[config.mk]
export PLATFORM = sky130hd
export DESIGN_NAME = keypad_set_minute_second_clock_flat
export DESIGN_NICKNAME = d
export VERILOG_FILES = /design/src/hdl/kpclk_pkg.sv /design/src/hdl/kpclk_in_if.sv /design/src/hdl/kpclk_out_if.sv /design/src/hdl/kpclk_core.sv /design/src/hdl/keypad_set_minute_second_clock.sv /design/src/flat_wrapper.sv
export SDC_FILE = /design/constraint.sdc
export NUM_CORES = 1
export LEC_CHECK = 0
export BUFFER_PORTS_ARGS = -buffer_cell sky130_fd_sc_hd__buf_2
export CORE_ASPECT_RATIO = 0.8
export CORE_UTILIZATION = 60
export CTS_CLUSTER_DIAMETER = 100
export DETAILED_ROUTE_END_ITERATION = 12
export GPL_TIMING_DRIVEN = 0
export PLACE_DENSITY = 0.91
export SLEW_MARGIN = 20
export SYNTH_ARGS = -nofsm -noshare
export SYNTH_HDL_FRONTEND = slang
export SYNTH_SLANG_ARGS = --single-unit
[constraint.sdc]
create_clock -name clk -period 8.55 [get_ports clk]
set_clock_uncertainty 0.05 [all_clocks]
set_input_delay 1.71 -clock clk [delete_from_list [all_inputs] [get_ports clk]]
set_output_delay 1.71 -clock clk [all_outputs]
set_load 0.005 [all_outputs]
[src/hdl/kpclk_pkg.sv]
// shared types, constants and digit helpers for the keypad-set minutes:seconds clock
// no dependencies; imported by the input interface, the state core and the top level
`default_nettype none

package kpclk_pkg;

  localparam int unsigned TICK_W = 16;
  localparam int unsigned KEY_W  = 4;
  localparam int unsigned LAST_W = 5;

  localparam logic [TICK_W-1:0] TPS_RESET   = 16'd20;
  localparam logic [LAST_W-1:0] LAST_NONE   = 5'd16;

  // opcodes
  localparam logic OP_TICK = 1'b0;
  localparam logic OP_KEY  = 1'b1;

  // key codes
  localparam logic [KEY_W-1:0] KEY_DIGIT_MAX = 4'd9;
  localparam logic [KEY_W-1:0] KEY_TIME_ON   = 4'd10;
  localparam logic [KEY_W-1:0] KEY_TIME_OFF  = 4'd11;
  localparam logic [KEY_W-1:0] KEY_ALARM_ON  = 4'd12;
  localparam logic [KEY_W-1:0] KEY_ALARM_OFF = 4'd13;

  // digit limits
  localparam logic [3:0] UNITS_MAX = 4'd9;
  localparam logic [2:0] TENS_MAX  = 3'd5;

  // entry positions
  localparam logic [1:0] POS_MIN_TENS  = 2'd0;
  localparam logic [1:0] POS_MIN_UNITS = 2'd1;
  localparam logic [1:0] POS_SEC_TENS  = 2'd2;
  localparam logic [1:0] POS_SEC_UNITS = 2'd3;

  typedef struct packed {
    logic [3:0] d0;  // minutes tens
    logic [3:0] d1;  // minutes units
    logic [2:0] d2;  // seconds tens
    logic [3:0] d3;  // seconds units
  } digits_t;

  typedef struct packed {
    logic             opcode;
    logic [KEY_W-1:0] key_code;
  } item_t;

  typedef struct packed {
    digits_t shown;
    logic    time_setting_on;
    logic    alarm_setting_on;
  } result_t;

  function automatic digits_t put_digit(digits_t d, logic [1:0] pos, logic [KEY_W-1:0] key);
    digits_t r;
    r = d;
    case (pos)
      POS_MIN_TENS:  r.d0 = key;
      POS_MIN_UNITS: r.d1 = key;
      POS_SEC_TENS:  r.d2 = (key > {1'b0, TENS_MAX}) ? TENS_MAX : key[2:0];
      POS_SEC_UNITS: r.d3 = key;
      default:       r = d;
    endcase
    return r;
  endfunction

  // one second forward, carries 9, 5, 9, 9
  function automatic digits_t advance(digits_t d);
    digits_t r;
    r = d;
    if (d.d3 < UNITS_MAX) begin
      r.d3 = d.d3 + 4'd1;
    end else begin
      r.d3 = '0;
      if (d.d2 < TENS_MAX) begin
        r.d2 = d.d2 + 3'd1;
      end else begin
        r.d2 = '0;
        if (d.d1 < UNITS_MAX) begin
          r.d1 = d.d1 + 4'd1;
        end else begin
          r.d1 = '0;
          r.d0 = (d.d0 < UNITS_MAX) ? d.d0 + 4'd1 : 4'd0;
        end
      end
    end
    return r;
  endfunction

endpackage

`default_nettype wire

[src/hdl/kpclk_in_if.sv]
// input channel: valid/ready handshake carrying one tick or key beat
// depends on kpclk_pkg for the key width
`default_nettype none

interface kpclk_in_if;
  import kpclk_pkg::*;

  logic             valid;
  logic             ready;
  logic             opcode;
  logic [KEY_W-1:0] key_code;

  modport source (output valid, output opcode, output key_code, input ready);
  modport sink   (input valid, input opcode, input key_code, output ready);
endinterface

`default_nettype wire

[src/hdl/kpclk_out_if.sv]
// output channel: valid/ready handshake carrying the shown digits and mode flags
// no dependencies
`default_nettype none

interface kpclk_out_if;
  logic       valid;
  logic       ready;
  logic [3:0] shown_digit_0;
  logic [3:0] shown_digit_1;
  logic [2:0] shown_digit_2;
  logic [3:0] shown_digit_3;
  logic       time_setting_on;
  logic       alarm_setting_on;

  modport source (output valid, output shown_digit_0, output shown_digit_1,
                  output shown_digit_2, output shown_digit_3,
                  output time_setting_on, output alarm_setting_on, input ready);
  modport sink   (input valid, input shown_digit_0, input shown_digit_1,
                  input shown_digit_2, input shown_digit_3,
                  input time_setting_on, input alarm_setting_on, output ready);
endinterface

`default_nettype wire

[src/hdl/kpclk_core.sv]
// clock state: digits, alarm digits, entry position, modes, prescaler and threshold
// updates on each stepped item and presents the result for it; uses kpclk_pkg
`default_nettype none

module kpclk_core (
  input  wire logic                          clk,
  input  wire logic                          rst,
  input  wire logic                          cfg_wr_en,
  input  wire logic [kpclk_pkg::TICK_W-1:0]  cfg_wr_data,
  input  wire logic                          step_en,
  input  wire kpclk_pkg::item_t              item,
  output      kpclk_pkg::result_t            result
);
  import kpclk_pkg::*;

  logic [TICK_W-1:0] ticks_per_second;
  digits_t           time_digits,    time_digits_next;
  digits_t           alarm_digits,   alarm_digits_next;
  logic [1:0]        entry_pos,      entry_pos_next;
  logic [LAST_W-1:0] last_key,       last_key_next;
  logic              time_mode,      time_mode_next;
  logic              alarm_mode,     alarm_mode_next;
  logic [TICK_W-1:0] tick_count,     tick_count_next;

  always_comb begin
    time_digits_next  = time_digits;
    alarm_digits_next = alarm_digits;
    entry_pos_next    = entry_pos;
    last_key_next     = last_key;
    time_mode_next    = time_mode;
    alarm_mode_next   = alarm_mode;
    tick_count_next   = tick_count;

    if (item.opcode == OP_TICK) begin
      if (tick_count != '1) begin
        tick_count_next = tick_count + TICK_W'(1);
      end
    end else if ({1'b0, item.key_code} != last_key) begin
      last_key_next = {1'b0, item.key_code};
      case (item.key_code)
        KEY_TIME_ON:   time_mode_next  = 1'b1;
        KEY_TIME_OFF:  time_mode_next  = 1'b0;
        KEY_ALARM_ON:  alarm_mode_next = 1'b1;
        KEY_ALARM_OFF: alarm_mode_next = 1'b0;
        default:       ;
      endcase
      if (item.key_code <= KEY_DIGIT_MAX) begin
        // both modes on: time at pos, alarm at pos+1
        if (time_mode) begin
          time_digits_next = put_digit(time_digits, entry_pos_next, item.key_code);
          entry_pos_next   = entry_pos_next + 2'd1;
        end
        if (alarm_mode) begin
          alarm_digits_next = put_digit(alarm_digits, entry_pos_next, item.key_code);
          entry_pos_next    = entry_pos_next + 2'd1;
        end
      end
    end

    if (!time_mode_next && !alarm_mode_next && tick_count_next >= ticks_per_second) begin
      tick_count_next  = '0;
      time_digits_next = advance(time_digits_next);
    end
  end

  always_comb begin
    result.shown = (alarm_mode_next && !time_mode_next) ? alarm_digits_next
                                                        : time_digits_next;
    result.time_setting_on  = time_mode_next;
    result.alarm_setting_on = alarm_mode_next;
  end

  always_ff @(posedge clk) begin
    if (rst) begin
      ticks_per_second <= TPS_RESET;
    end else if (cfg_wr_en) begin
      ticks_per_second <= cfg_wr_data;
    end
  end

  always_ff @(posedge clk) begin
    if (rst) begin
      time_digits  <= '0;
      alarm_digits <= '0;
      entry_pos    <= '0;
      last_key     <= LAST_NONE;
      time_mode    <= 1'b0;
      alarm_mode   <= 1'b0;
      tick_count   <= '0;
    end else if (step_en) begin
      time_digits  <= time_digits_next;
      alarm_digits <= alarm_digits_next;
      entry_pos    <= entry_pos_next;
      last_key     <= last_key_next;
      time_mode    <= time_mode_next;
      alarm_mode   <= alarm_mode_next;
      tick_count   <= tick_count_next;
    end
  end

endmodule

`default_nettype wire

[src/hdl/keypad_set_minute_second_clock.sv]
// top level of the keypad-set minutes:seconds clock: input register, state core, result register
// depends on kpclk_pkg, kpclk_in_if, kpclk_out_if and kpclk_core
// path: an accepted beat goes to the input register, then steps through the core into the result register
// throughput: one beat per cycle, limited only by the result register draining
// the state update is one short combinational pass in kpclk_core between the two registers
// reset: synchronous, clears digits, modes, prescaler, entry position, last key
// and both pipeline valids; the threshold returns to 20 ticks
`default_nettype none

module keypad_set_minute_second_clock (
  input  wire logic                          clk,
  input  wire logic                          rst,
  input  wire logic                          cfg_wr_en,
  input  wire logic [kpclk_pkg::TICK_W-1:0]  cfg_wr_data,
  kpclk_in_if.sink                           cmd,
  kpclk_out_if.source                        disp
);
  import kpclk_pkg::*;

  // input register stage
  logic    s1_valid;
  item_t   s1_item;

  // result register stage
  logic    out_valid;
  result_t out_data;

  // core result for the item in the input register
  result_t core_result;

  // result register can take a new beat when empty or being drained
  logic    out_load_ok;
  logic    step_en;
  logic    in_take;

  assign out_load_ok = !out_valid || disp.ready;
  // the item in the input register commits its state change as it moves on
  assign step_en     = s1_valid && out_load_ok;
  // input register refills whenever it empties in the same cycle, so no bubble
  assign in_take     = cmd.valid && cmd.ready;
  assign cmd.ready   = !s1_valid || out_load_ok;

  always_ff @(posedge clk) begin
    if (rst) begin
      s1_valid <= 1'b0;
    end else if (cmd.ready) begin
      s1_valid <= cmd.valid;
    end
  end

  // payload needs no reset
  always_ff @(posedge clk) begin
    if (in_take) begin
      s1_item.opcode   <= cmd.opcode;
      s1_item.key_code <= cmd.key_code;
    end
  end

  kpclk_core u_core (
    .clk         (clk),
    .rst         (rst),
    .cfg_wr_en   (cfg_wr_en),
    .cfg_wr_data (cfg_wr_data),
    .step_en     (step_en),
    .item        (s1_item),
    .result      (core_result)
  );

  always_ff @(posedge clk) begin
    if (rst) begin
      out_valid <= 1'b0;
    end else if (out_load_ok) begin
      out_valid <= s1_valid;
    end
  end

  always_ff @(posedge clk) begin
    if (step_en) begin
      out_data <= core_result;
    end
  end

  // result beat onto the output channel
  assign disp.valid            = out_valid;
  assign disp.shown_digit_0    = out_data.shown.d0;
  assign disp.shown_digit_1    = out_data.shown.d1;
  assign disp.shown_digit_2    = out_data.shown.d2;
  assign disp.shown_digit_3    = out_data.shown.d3;
  assign disp.time_setting_on  = out_data.time_setting_on;
  assign disp.alarm_setting_on = out_data.alarm_setting_on;

  // input stalls only while a beat is parked in the input register
  a_stall_has_item: assert property (@(posedge clk) disable iff (rst)
    !cmd.ready |-> s1_valid)
    else $error("input stalled with empty input register");

  // a beat that moves on always lands in the result register
  a_step_lands: assert property (@(posedge clk) disable iff (rst)
    step_en |=> out_valid)
    else $error("stepped beat lost before result register");

  // shown digits stay decimal
  a_digits_decimal: assert property (@(posedge clk) disable iff (rst)
    out_valid |-> (disp.shown_digit_0 <= UNITS_MAX && disp.shown_digit_1 <= UNITS_MAX &&
                   disp.shown_digit_2 <= TENS_MAX && disp.shown_digit_3 <= UNITS_MAX))
    else $error("shown digit out of range");

  // reset empties both stages
  a_reset_empty: assert property (@(posedge clk)
    rst |=> (!out_valid && !s1_valid))
    else $error("pipeline not empty after reset");

endmodule

`default_nettype wire

[src/flat_wrapper.sv]
// flat-port wrapper written by rule: the top's interface ports become plain ports
module keypad_set_minute_second_clock_flat import kpclk_pkg::*;
  (clk, rst, cfg_wr_en, cfg_wr_data, cmd_valid, cmd_opcode, cmd_key_code, cmd_ready, disp_valid, disp_shown_digit_0, disp_shown_digit_1, disp_shown_digit_2, disp_shown_digit_3, disp_time_setting_on, disp_alarm_setting_on, disp_ready);
  kpclk_in_if cmd_i ();
  kpclk_out_if disp_i ();
  input  wire logic clk;
  input  wire logic rst;
  input  wire logic cfg_wr_en;
  input  wire logic [kpclk_pkg::TICK_W-1:0] cfg_wr_data;
  input wire logic [$bits(cmd_i.valid)-1:0] cmd_valid;
  input wire logic [$bits(cmd_i.opcode)-1:0] cmd_opcode;
  input wire logic [$bits(cmd_i.key_code)-1:0] cmd_key_code;
  output wire logic [$bits(cmd_i.ready)-1:0] cmd_ready;
  output wire logic [$bits(disp_i.valid)-1:0] disp_valid;
  output wire logic [$bits(disp_i.shown_digit_0)-1:0] disp_shown_digit_0;
  output wire logic [$bits(disp_i.shown_digit_1)-1:0] disp_shown_digit_1;
  output wire logic [$bits(disp_i.shown_digit_2)-1:0] disp_shown_digit_2;
  output wire logic [$bits(disp_i.shown_digit_3)-1:0] disp_shown_digit_3;
  output wire logic [$bits(disp_i.time_setting_on)-1:0] disp_time_setting_on;
  output wire logic [$bits(disp_i.alarm_setting_on)-1:0] disp_alarm_setting_on;
  input wire logic [$bits(disp_i.ready)-1:0] disp_ready;
  assign cmd_i.valid = cmd_valid;
  assign cmd_i.opcode = cmd_opcode;
  assign cmd_i.key_code = cmd_key_code;
  assign cmd_ready = cmd_i.ready;
  assign disp_valid = disp_i.valid;
  assign disp_shown_digit_0 = disp_i.shown_digit_0;
  assign disp_shown_digit_1 = disp_i.shown_digit_1;
  assign disp_shown_digit_2 = disp_i.shown_digit_2;
  assign disp_shown_digit_3 = disp_i.shown_digit_3;
  assign disp_time_setting_on = disp_i.time_setting_on;
  assign disp_alarm_setting_on = disp_i.alarm_setting_on;
  assign disp_i.ready = disp_ready;
  keypad_set_minute_second_clock u_core (.clk(clk), .rst(rst), .cfg_wr_en(cfg_wr_en), .cfg_wr_data(cfg_wr_data), .cmd(cmd_i), .disp(disp_i));
endmodule
Yosys cells after proc, flatten, opt, wreduce, memory -nomap -nowiden
Index checks and enable logic that the tools add are counted.
{ "totals": {"ff_bits": 95} }
{ "op_classes": {"n_eq_ne": 12, "mux": 40, "n_reduce_logical": 15, "order_cmp": 7, "n_addsub": 7} }
{ "ops": {"columns": ["cell", "n"], "rows": [
  ["15-bit 2-to-1 mux", 10],
  ["16-bit 2-to-1 mux", 3],
  ["4-bit 2-to-1 mux", 10],
  ["16-bit by 1-bit adder with 16-bit output (second input constant)", 1],
  ["4-bit equality test (second input constant)", 4],
  ["16-bit greater-or-equal comparator", 1],
  ["16-bit != test (second input constant)", 1],
  ["4-bit by 1-bit adder with 4-bit output (second input constant)", 3],
  ["4-bit < comparator (second input constant)", 3],
  ["3-bit 2-to-1 mux", 4],
  ["11-bit 2-to-1 mux", 1],
  ["2-bit 2-to-1 mux", 5],
  ["2-bit equality test (second input constant)", 4],
  ["8-bit 2-to-1 mux", 1],
  ["1-bit logical AND", 5],
  ["4-bit by 5-bit != test with 1-bit output", 1],
  ["2-bit by 1-bit adder with 2-bit output (second input constant)", 2],
  ["2-bit by 1-bit equality test with 1-bit output (second input constant)", 2],
  ["4-bit by 3-bit > comparator with 1-bit output (second input constant)", 1],
  ["4-bit less-or-equal comparator (second input constant)", 1],
  ["1-bit logical NOT", 4],
  ["2-bit logical NOT", 2],
  ["1-bit 2-to-1 mux", 4],
  ["1-bit case mux with 2 select lines", 2],
  ["5 further kinds", 6]
]} }

Logic depth before layout (Yosys ltp)
{ "depth": {"ltp_word": 14, "mapped_depth": 17} }

Hierarchy
From an unflattened synthesis, not the netlist that was laid out.
{ "hier_totals": {"cells_unflattened": 643, "area_unflattened_um2": 5786.8} }
{ "modules_own_cells": {"columns": ["module", "cells_each", "seq_area_each_um2", "instances", "area_each_um2"], "rows": [
  ["kpclk_core", 611, 1421.4, 1, 5022.3],
  ["keypad_set_minute_second_clock", 32, 700.7, 1, 764.5]
]} }

Worst setup path before layout
OpenSTA, ideal clock, no wires.
{ "synth_timing": {"kind": "reg2reg", "from": "reg u_core.u_core.tick_count[6]", "to": "reg u_core.out_data (netlist bit u_core.disp.shown_digit_1[2]) (data pin)", "t_arrival_ns": 3.771, "path_slack_ns": 4.446, "synth_period_minus_slack_ns": 4.104, "setup_ns": 0.283, "path_stages_with_launch": 18, "t_required_ns": 8.217, "cell_sequence": "dfxtp_1 > and4_1 > nand3_1 > o41a_1 > clkbuf_1 > and4_1 > clkbuf_1 > nand3_1 > xnor2_1 > ha_1 > and3_1 > a221oi_1 > o211ai_1 > a221o_1 > clkbuf_1 > and4_1 > a31oi_1 > mux2i_1"} }
{ "synth_rtl": {"columns": ["element", "line", "text"], "rows": [
  ["from (decl)", "kpclk_core.sv:23", "logic [TICK_W-1:0] tick_count, tick_count_next;"],
  ["from (signal assigned)", "kpclk_core.sv:97", "tick_count <= tick_count_next;"],
  ["to (signal assigned)", "keypad_set_minute_second_clock.sv:79", "out_data <= core_result;"],
  ["to (decl)", "keypad_set_minute_second_clock.sv:26", "result_t out_data;"]
]} }

Worst setup path in the final report
{ "layout_timing": {"from": "reg u_core.u_core.tick_count[3]", "to": "reg u_core.u_core.tick_count[14]"} }
{ "layout_between": {"elab_chain_cells": 6, "word_cells_on_any_way": 7, "classes_between": "1 x add/sub; 1 x order compare; 1 x eq/ne; 3 x mux; 1 x reduce/logical"} }
{ "layout_lines": {"columns": ["element", "line", "text"], "rows": [
  ["16-bit by 1-bit adder with 16-bit output or 16-bit != test (tied branches)", "kpclk_core.sv:36, kpclk_core.sv:35", null],
  ["16-bit 2-to-1 mux", "kpclk_core.sv:35", "if (tick_count != '1) begin"],
  ["16-bit 2-to-1 mux *", "kpclk_core.sv:34", "if (item.opcode == OP_TICK) begin"],
  ["16-bit greater-or-equal comparator", "kpclk_core.sv:60", "if (!time_mode_next && !alarm_mode_next && tick_count_next >= ticks_per_second) begin"],
  ["1-bit logical AND", "kpclk_core.sv:60", null],
  ["16-bit 2-to-1 mux *", "kpclk_core.sv:60", null]
]} }
Every way passes the cells marked *; elsewhere a longest branch is shown, timed or not.
A chain may end at the register's enable or synchronous reset.

==> summary.md <==
| Metric | Value |
|---|---|
| Status | finished clean |
| Min-Delay Path Class | flop to flop |
| Final Setup Violations | 0 |
| Router iterations before antenna repair | 7 |
| I/O Pins | 45 |
| Post-CTS setup buffers | 0 |
| Clock Path Buffers | 2 |
| ANT cells | 0 |
| Worst Hold Path Cells | 2 |
| HP Start | u_core.u_core.alarm_digits[5]$_SDFFE_PP0P_ |
| Peak supply drop | 0.0798 mV |
| Critical Path Sink Type | flop |
| Mapped Cells | 585 |
| Power Dens Cells | 155 mW/mm^2 |
| Synth unique cells | 53 |
| Count leader, synth | nor2_1 |
| Startpoint types | flop |
| Routed vias | 4775 |
| Initial antenna violation count | 0 |
| RD Place Congestion | 0.936 |
| Std-Cell Rows | 30 |
| Layout cell share with drive strength beyond 1 | 0.127 |
| Root buffer cell | clkbuf_8 |
| WP data required | 8810 ps |
| Post-Syn Area | 0.00538 mm^2 |
| WHS Endpoint | u_core.u_core.alarm_digits[5]$_SDFFE_PP0P_ |
| Placed Area | 0.00573 mm^2 |
| Post-route cell area | 0.00593 mm^2 |
| Post-CTS resize count | 0 |
| Port bufs | 43 |
| GRT Total Usage | 0.310 |
| Top cells by count, synth | nor2_1, dfxtp_1, mux2i_1 |
| RR Endpoint | u_core.u_core.tick_count[14]$_SDFFE_PP0P_ |
| Critical path class | flop to flop |
| Sum Neg Setup Slack | 0 ps |
| Crit path arrival time | 5630 ps |
| Post-Route WL | 13800 um |
| Worst skew pair latency | 370 ps |
| Core box area | 0.00860 mm^2 |
| Mean number of vias per cell | 6.32 |
| Post-route antenna net violation count | 0 |
| Die span in y | 86.7 um |
| Largest net degree at the start of global routing | 27 |
| Starting density of the core | 0.625 |
| CTS sink count | 95 |
| Synth area leader | dfxtp_1 |
| Fmax achieved | 186 MHz |
| Vias in the first global route | 4592 |
| Relative slew slack | 0.363 |
| Slew Viols, Final | 0 |
| Reg-to-reg critical path startpoint | u_core.u_core.tick_count[3]$_SDFFE_PP0P_ |
| # fillers | 641 |
| Top post-synthesis cells by area | dfxtp_1, edfxtp_1, mux2i_1 |
| Slew @ Worst Pin | 942 ps |
| Final Hold Fails | 0 |
| Gr ovfl total | 0 |
| RSZ-0062 raised after global routing | false |
| TritonCTS clock tree | built |
| Crit path time final | 5380 ps |
| H-Tree Depth | 3 |
| Clk slew on worst S/H paths | 90 ps |
| Post-synth ARST share | 0 |
| Worst R2R Path Depth | 17 |
| Die area | 0.00934 mm^2 |
| LEAKAGE | 2.52 nW |
| Hold Buf Count CTS | 0 |
| Yosys warning count | 0 |
| Reg-to-reg setup timing slack | 3170 ps |
| Post-synth top flop | dfxtp_1 |
| Synth-to-layout area growth | 10.4% |
| Die width | 108 um |
| Synthesized flop and latch total | 95 |
| Syn Area/Cell | 9.19 um^2 |
| First-pass GRT wire length | 22200 um |
| Tcrit/Tclk final | 0.629 |
| CTS Buf Count | 9 |
| Seq/Total Area, Yosys | 0.395 |
| Number of synthesized flops with an enable pin | 22 |
| Top cell type's share of synthesized area | 0.272 |
| Drt wl/cell | 18.3 um |
| Max Cap Viol | 0 |
| DRC violations left | 0 |
| Final nets | 697 |
| Iter 0 DRT Violations | 558 |
| Hpwl dp | 9890 um |
| Crit Path Max Fanout | 10 |
| Synth Net Count | 643 |
-- critical path: stages, from the launching register on --
cell and delay (ps):
dfxtp_1 440, and3_1 280, nand3_1 210, o41a_1 450, clkbuf_1 210, and4_1 260
clkbuf_1 200, nand3_1 150, xnor2_1 150, ha_1 260, and3_1 200, a221oi_1 500
o211ai_1 230, a221o_1 530, a21oi_1 390, clkbuf_1 530, a22oi_1 160, nor2_1 120
-- area by class of cell --
cell class / count / area [um^2] / share of cell area
plain buffers: 35 / 136 / 0.0230
clock buffers: 11 / 141 / 0.0238
clock inverters: 5 / 57.6 / 0.00970
inverters: 35 / 131 / 0.0221
multi-input cells: 420 / 2990 / 0.504
flip-flops and latches: 95 / 2120 / 0.358
well taps: 112 / 140 / 0.0236
repair buffers: 43 / 215 / 0.0363
-- worst max path at each step --
| stage | start | end | slack (ps) | depth (start not counted) |
|---|---|---|---|---|
| 2_1_floorplan | u_core.u_core.tick_count[6]$_SDFFE_PP0P_ | u_core.disp.shown_digit_1[2]$_DFFE_PP_ | 4450 | 17 |
| 3_3_place_gp | u_core.u_core.tick_count[3]$_SDFFE_PP0P_ | u_core.disp.shown_digit_1[2]$_DFFE_PP_ | 3540 | 17 |
| 3_5_place_dp | u_core.u_core.tick_count[3]$_SDFFE_PP0P_ | u_core.disp.shown_digit_1[0]$_DFFE_PP_ | 3370 | 17 |
| 4_1_cts | u_core.u_core.tick_count[3]$_SDFFE_PP0P_ | u_core.disp.shown_digit_1[0]$_DFFE_PP_ | 3330 | 17 |
| 5_1_grt | u_core.u_core.tick_count[3]$_SDFFE_PP0P_ | u_core.u_core.tick_count[13]$_SDFFE_PP0P_ | 2890 | 17 |
| 6_report | u_core.u_core.tick_count[3]$_SDFFE_PP0P_ | u_core.u_core.tick_count[14]$_SDFFE_PP0P_ | 3170 | 17 |
-- power breakdown --
group	internal (W)	switching (W)
Combinational	0.0000461	0.0000822
Sequential	0.000479	0.0000105
Clock	0.000143	0.000161
-- through the flow --
| stage | cells | util | hold WS, ps | worst slack, ps | total power (W) |
|---|---|---|---|---|---|
| 2_1_floorplan | 585 | - | 398 | 4450 | 0.000582 |
| 3_3_place_gp | 740 | 0.667 | 414 | 3540 | 0.000614 |
| 3_5_place_dp | 740 | 0.667 | 417 | 3370 | 0.000623 |
| 4_1_cts | 756 | 0.690 | 429 | 3330 | 0.000917 |
| 5_1_grt | 756 | 0.690 | 452 | 2890 | 0.000951 |
| 6_report | 756 | 0.690 | 430 | 3170 | 0.000922 |
-- cells by family after synthesis --
kind of cell	share of synthesized area
AO/OA/AOI/OAI	0.159
XOR/XNOR	0.0293
adder cells (fa/ha/maj)	0.0745
buffers and inverters	0.0496
flip-flops	0.395
multiplexers	0.139
AND/OR/NAND/NOR	0.154
-- registers in the layout, summed over array words and instances, names as in the netlist, 5 cells and up --
register / cells
u_core.s1_item: 5
u_core.u_core.alarm_digits: 15
u_core.u_core.last_key: 5
u_core.u_core.tick_count: 16
u_core.u_core.ticks_per_second: 16
u_core.u_core.time_digits: 15
-- placed cells by master (no fill, tap or decap), types with 4 or more instances in the layout --
cell	count
and3_1	10
a21o_1	4
and4_1	4
nand2b_1	4
a31oi_1	7
clkbuf_8	10
a22oi_1	15
nand2_1	28
o21ai_0	11
dfxtp_1	73
xor2_1	5
clkbuf_1	25
nand3_1	17
nor3_1	8
mux2_2	11
edfxtp_1	22
xnor2_1	13
and2_1	4
nor2_1	79
buf_1	7
inv_1	35
a21oi_1	34
ha_1	32
buf_2	46
a211oi_1	20
mux2i_1	61
nand4_1	7
o211ai_1	8
-- per-layer routing --
| metal | GRT usage | part of all wire | up-vias |
|---|---|---|---|
| li1 | - | - | 2200 |
| met1 | 0.402 | 0.40 | 2238 |
| met2 | 0.509 | 0.46 | 291 |
| met3 | 0.0549 | 0.10 | 46 |
| met4 | 0.133 | 0.030 | 0 |
| met5 | 0 | 0 | - |
Power figures use the tool's default switching activity.
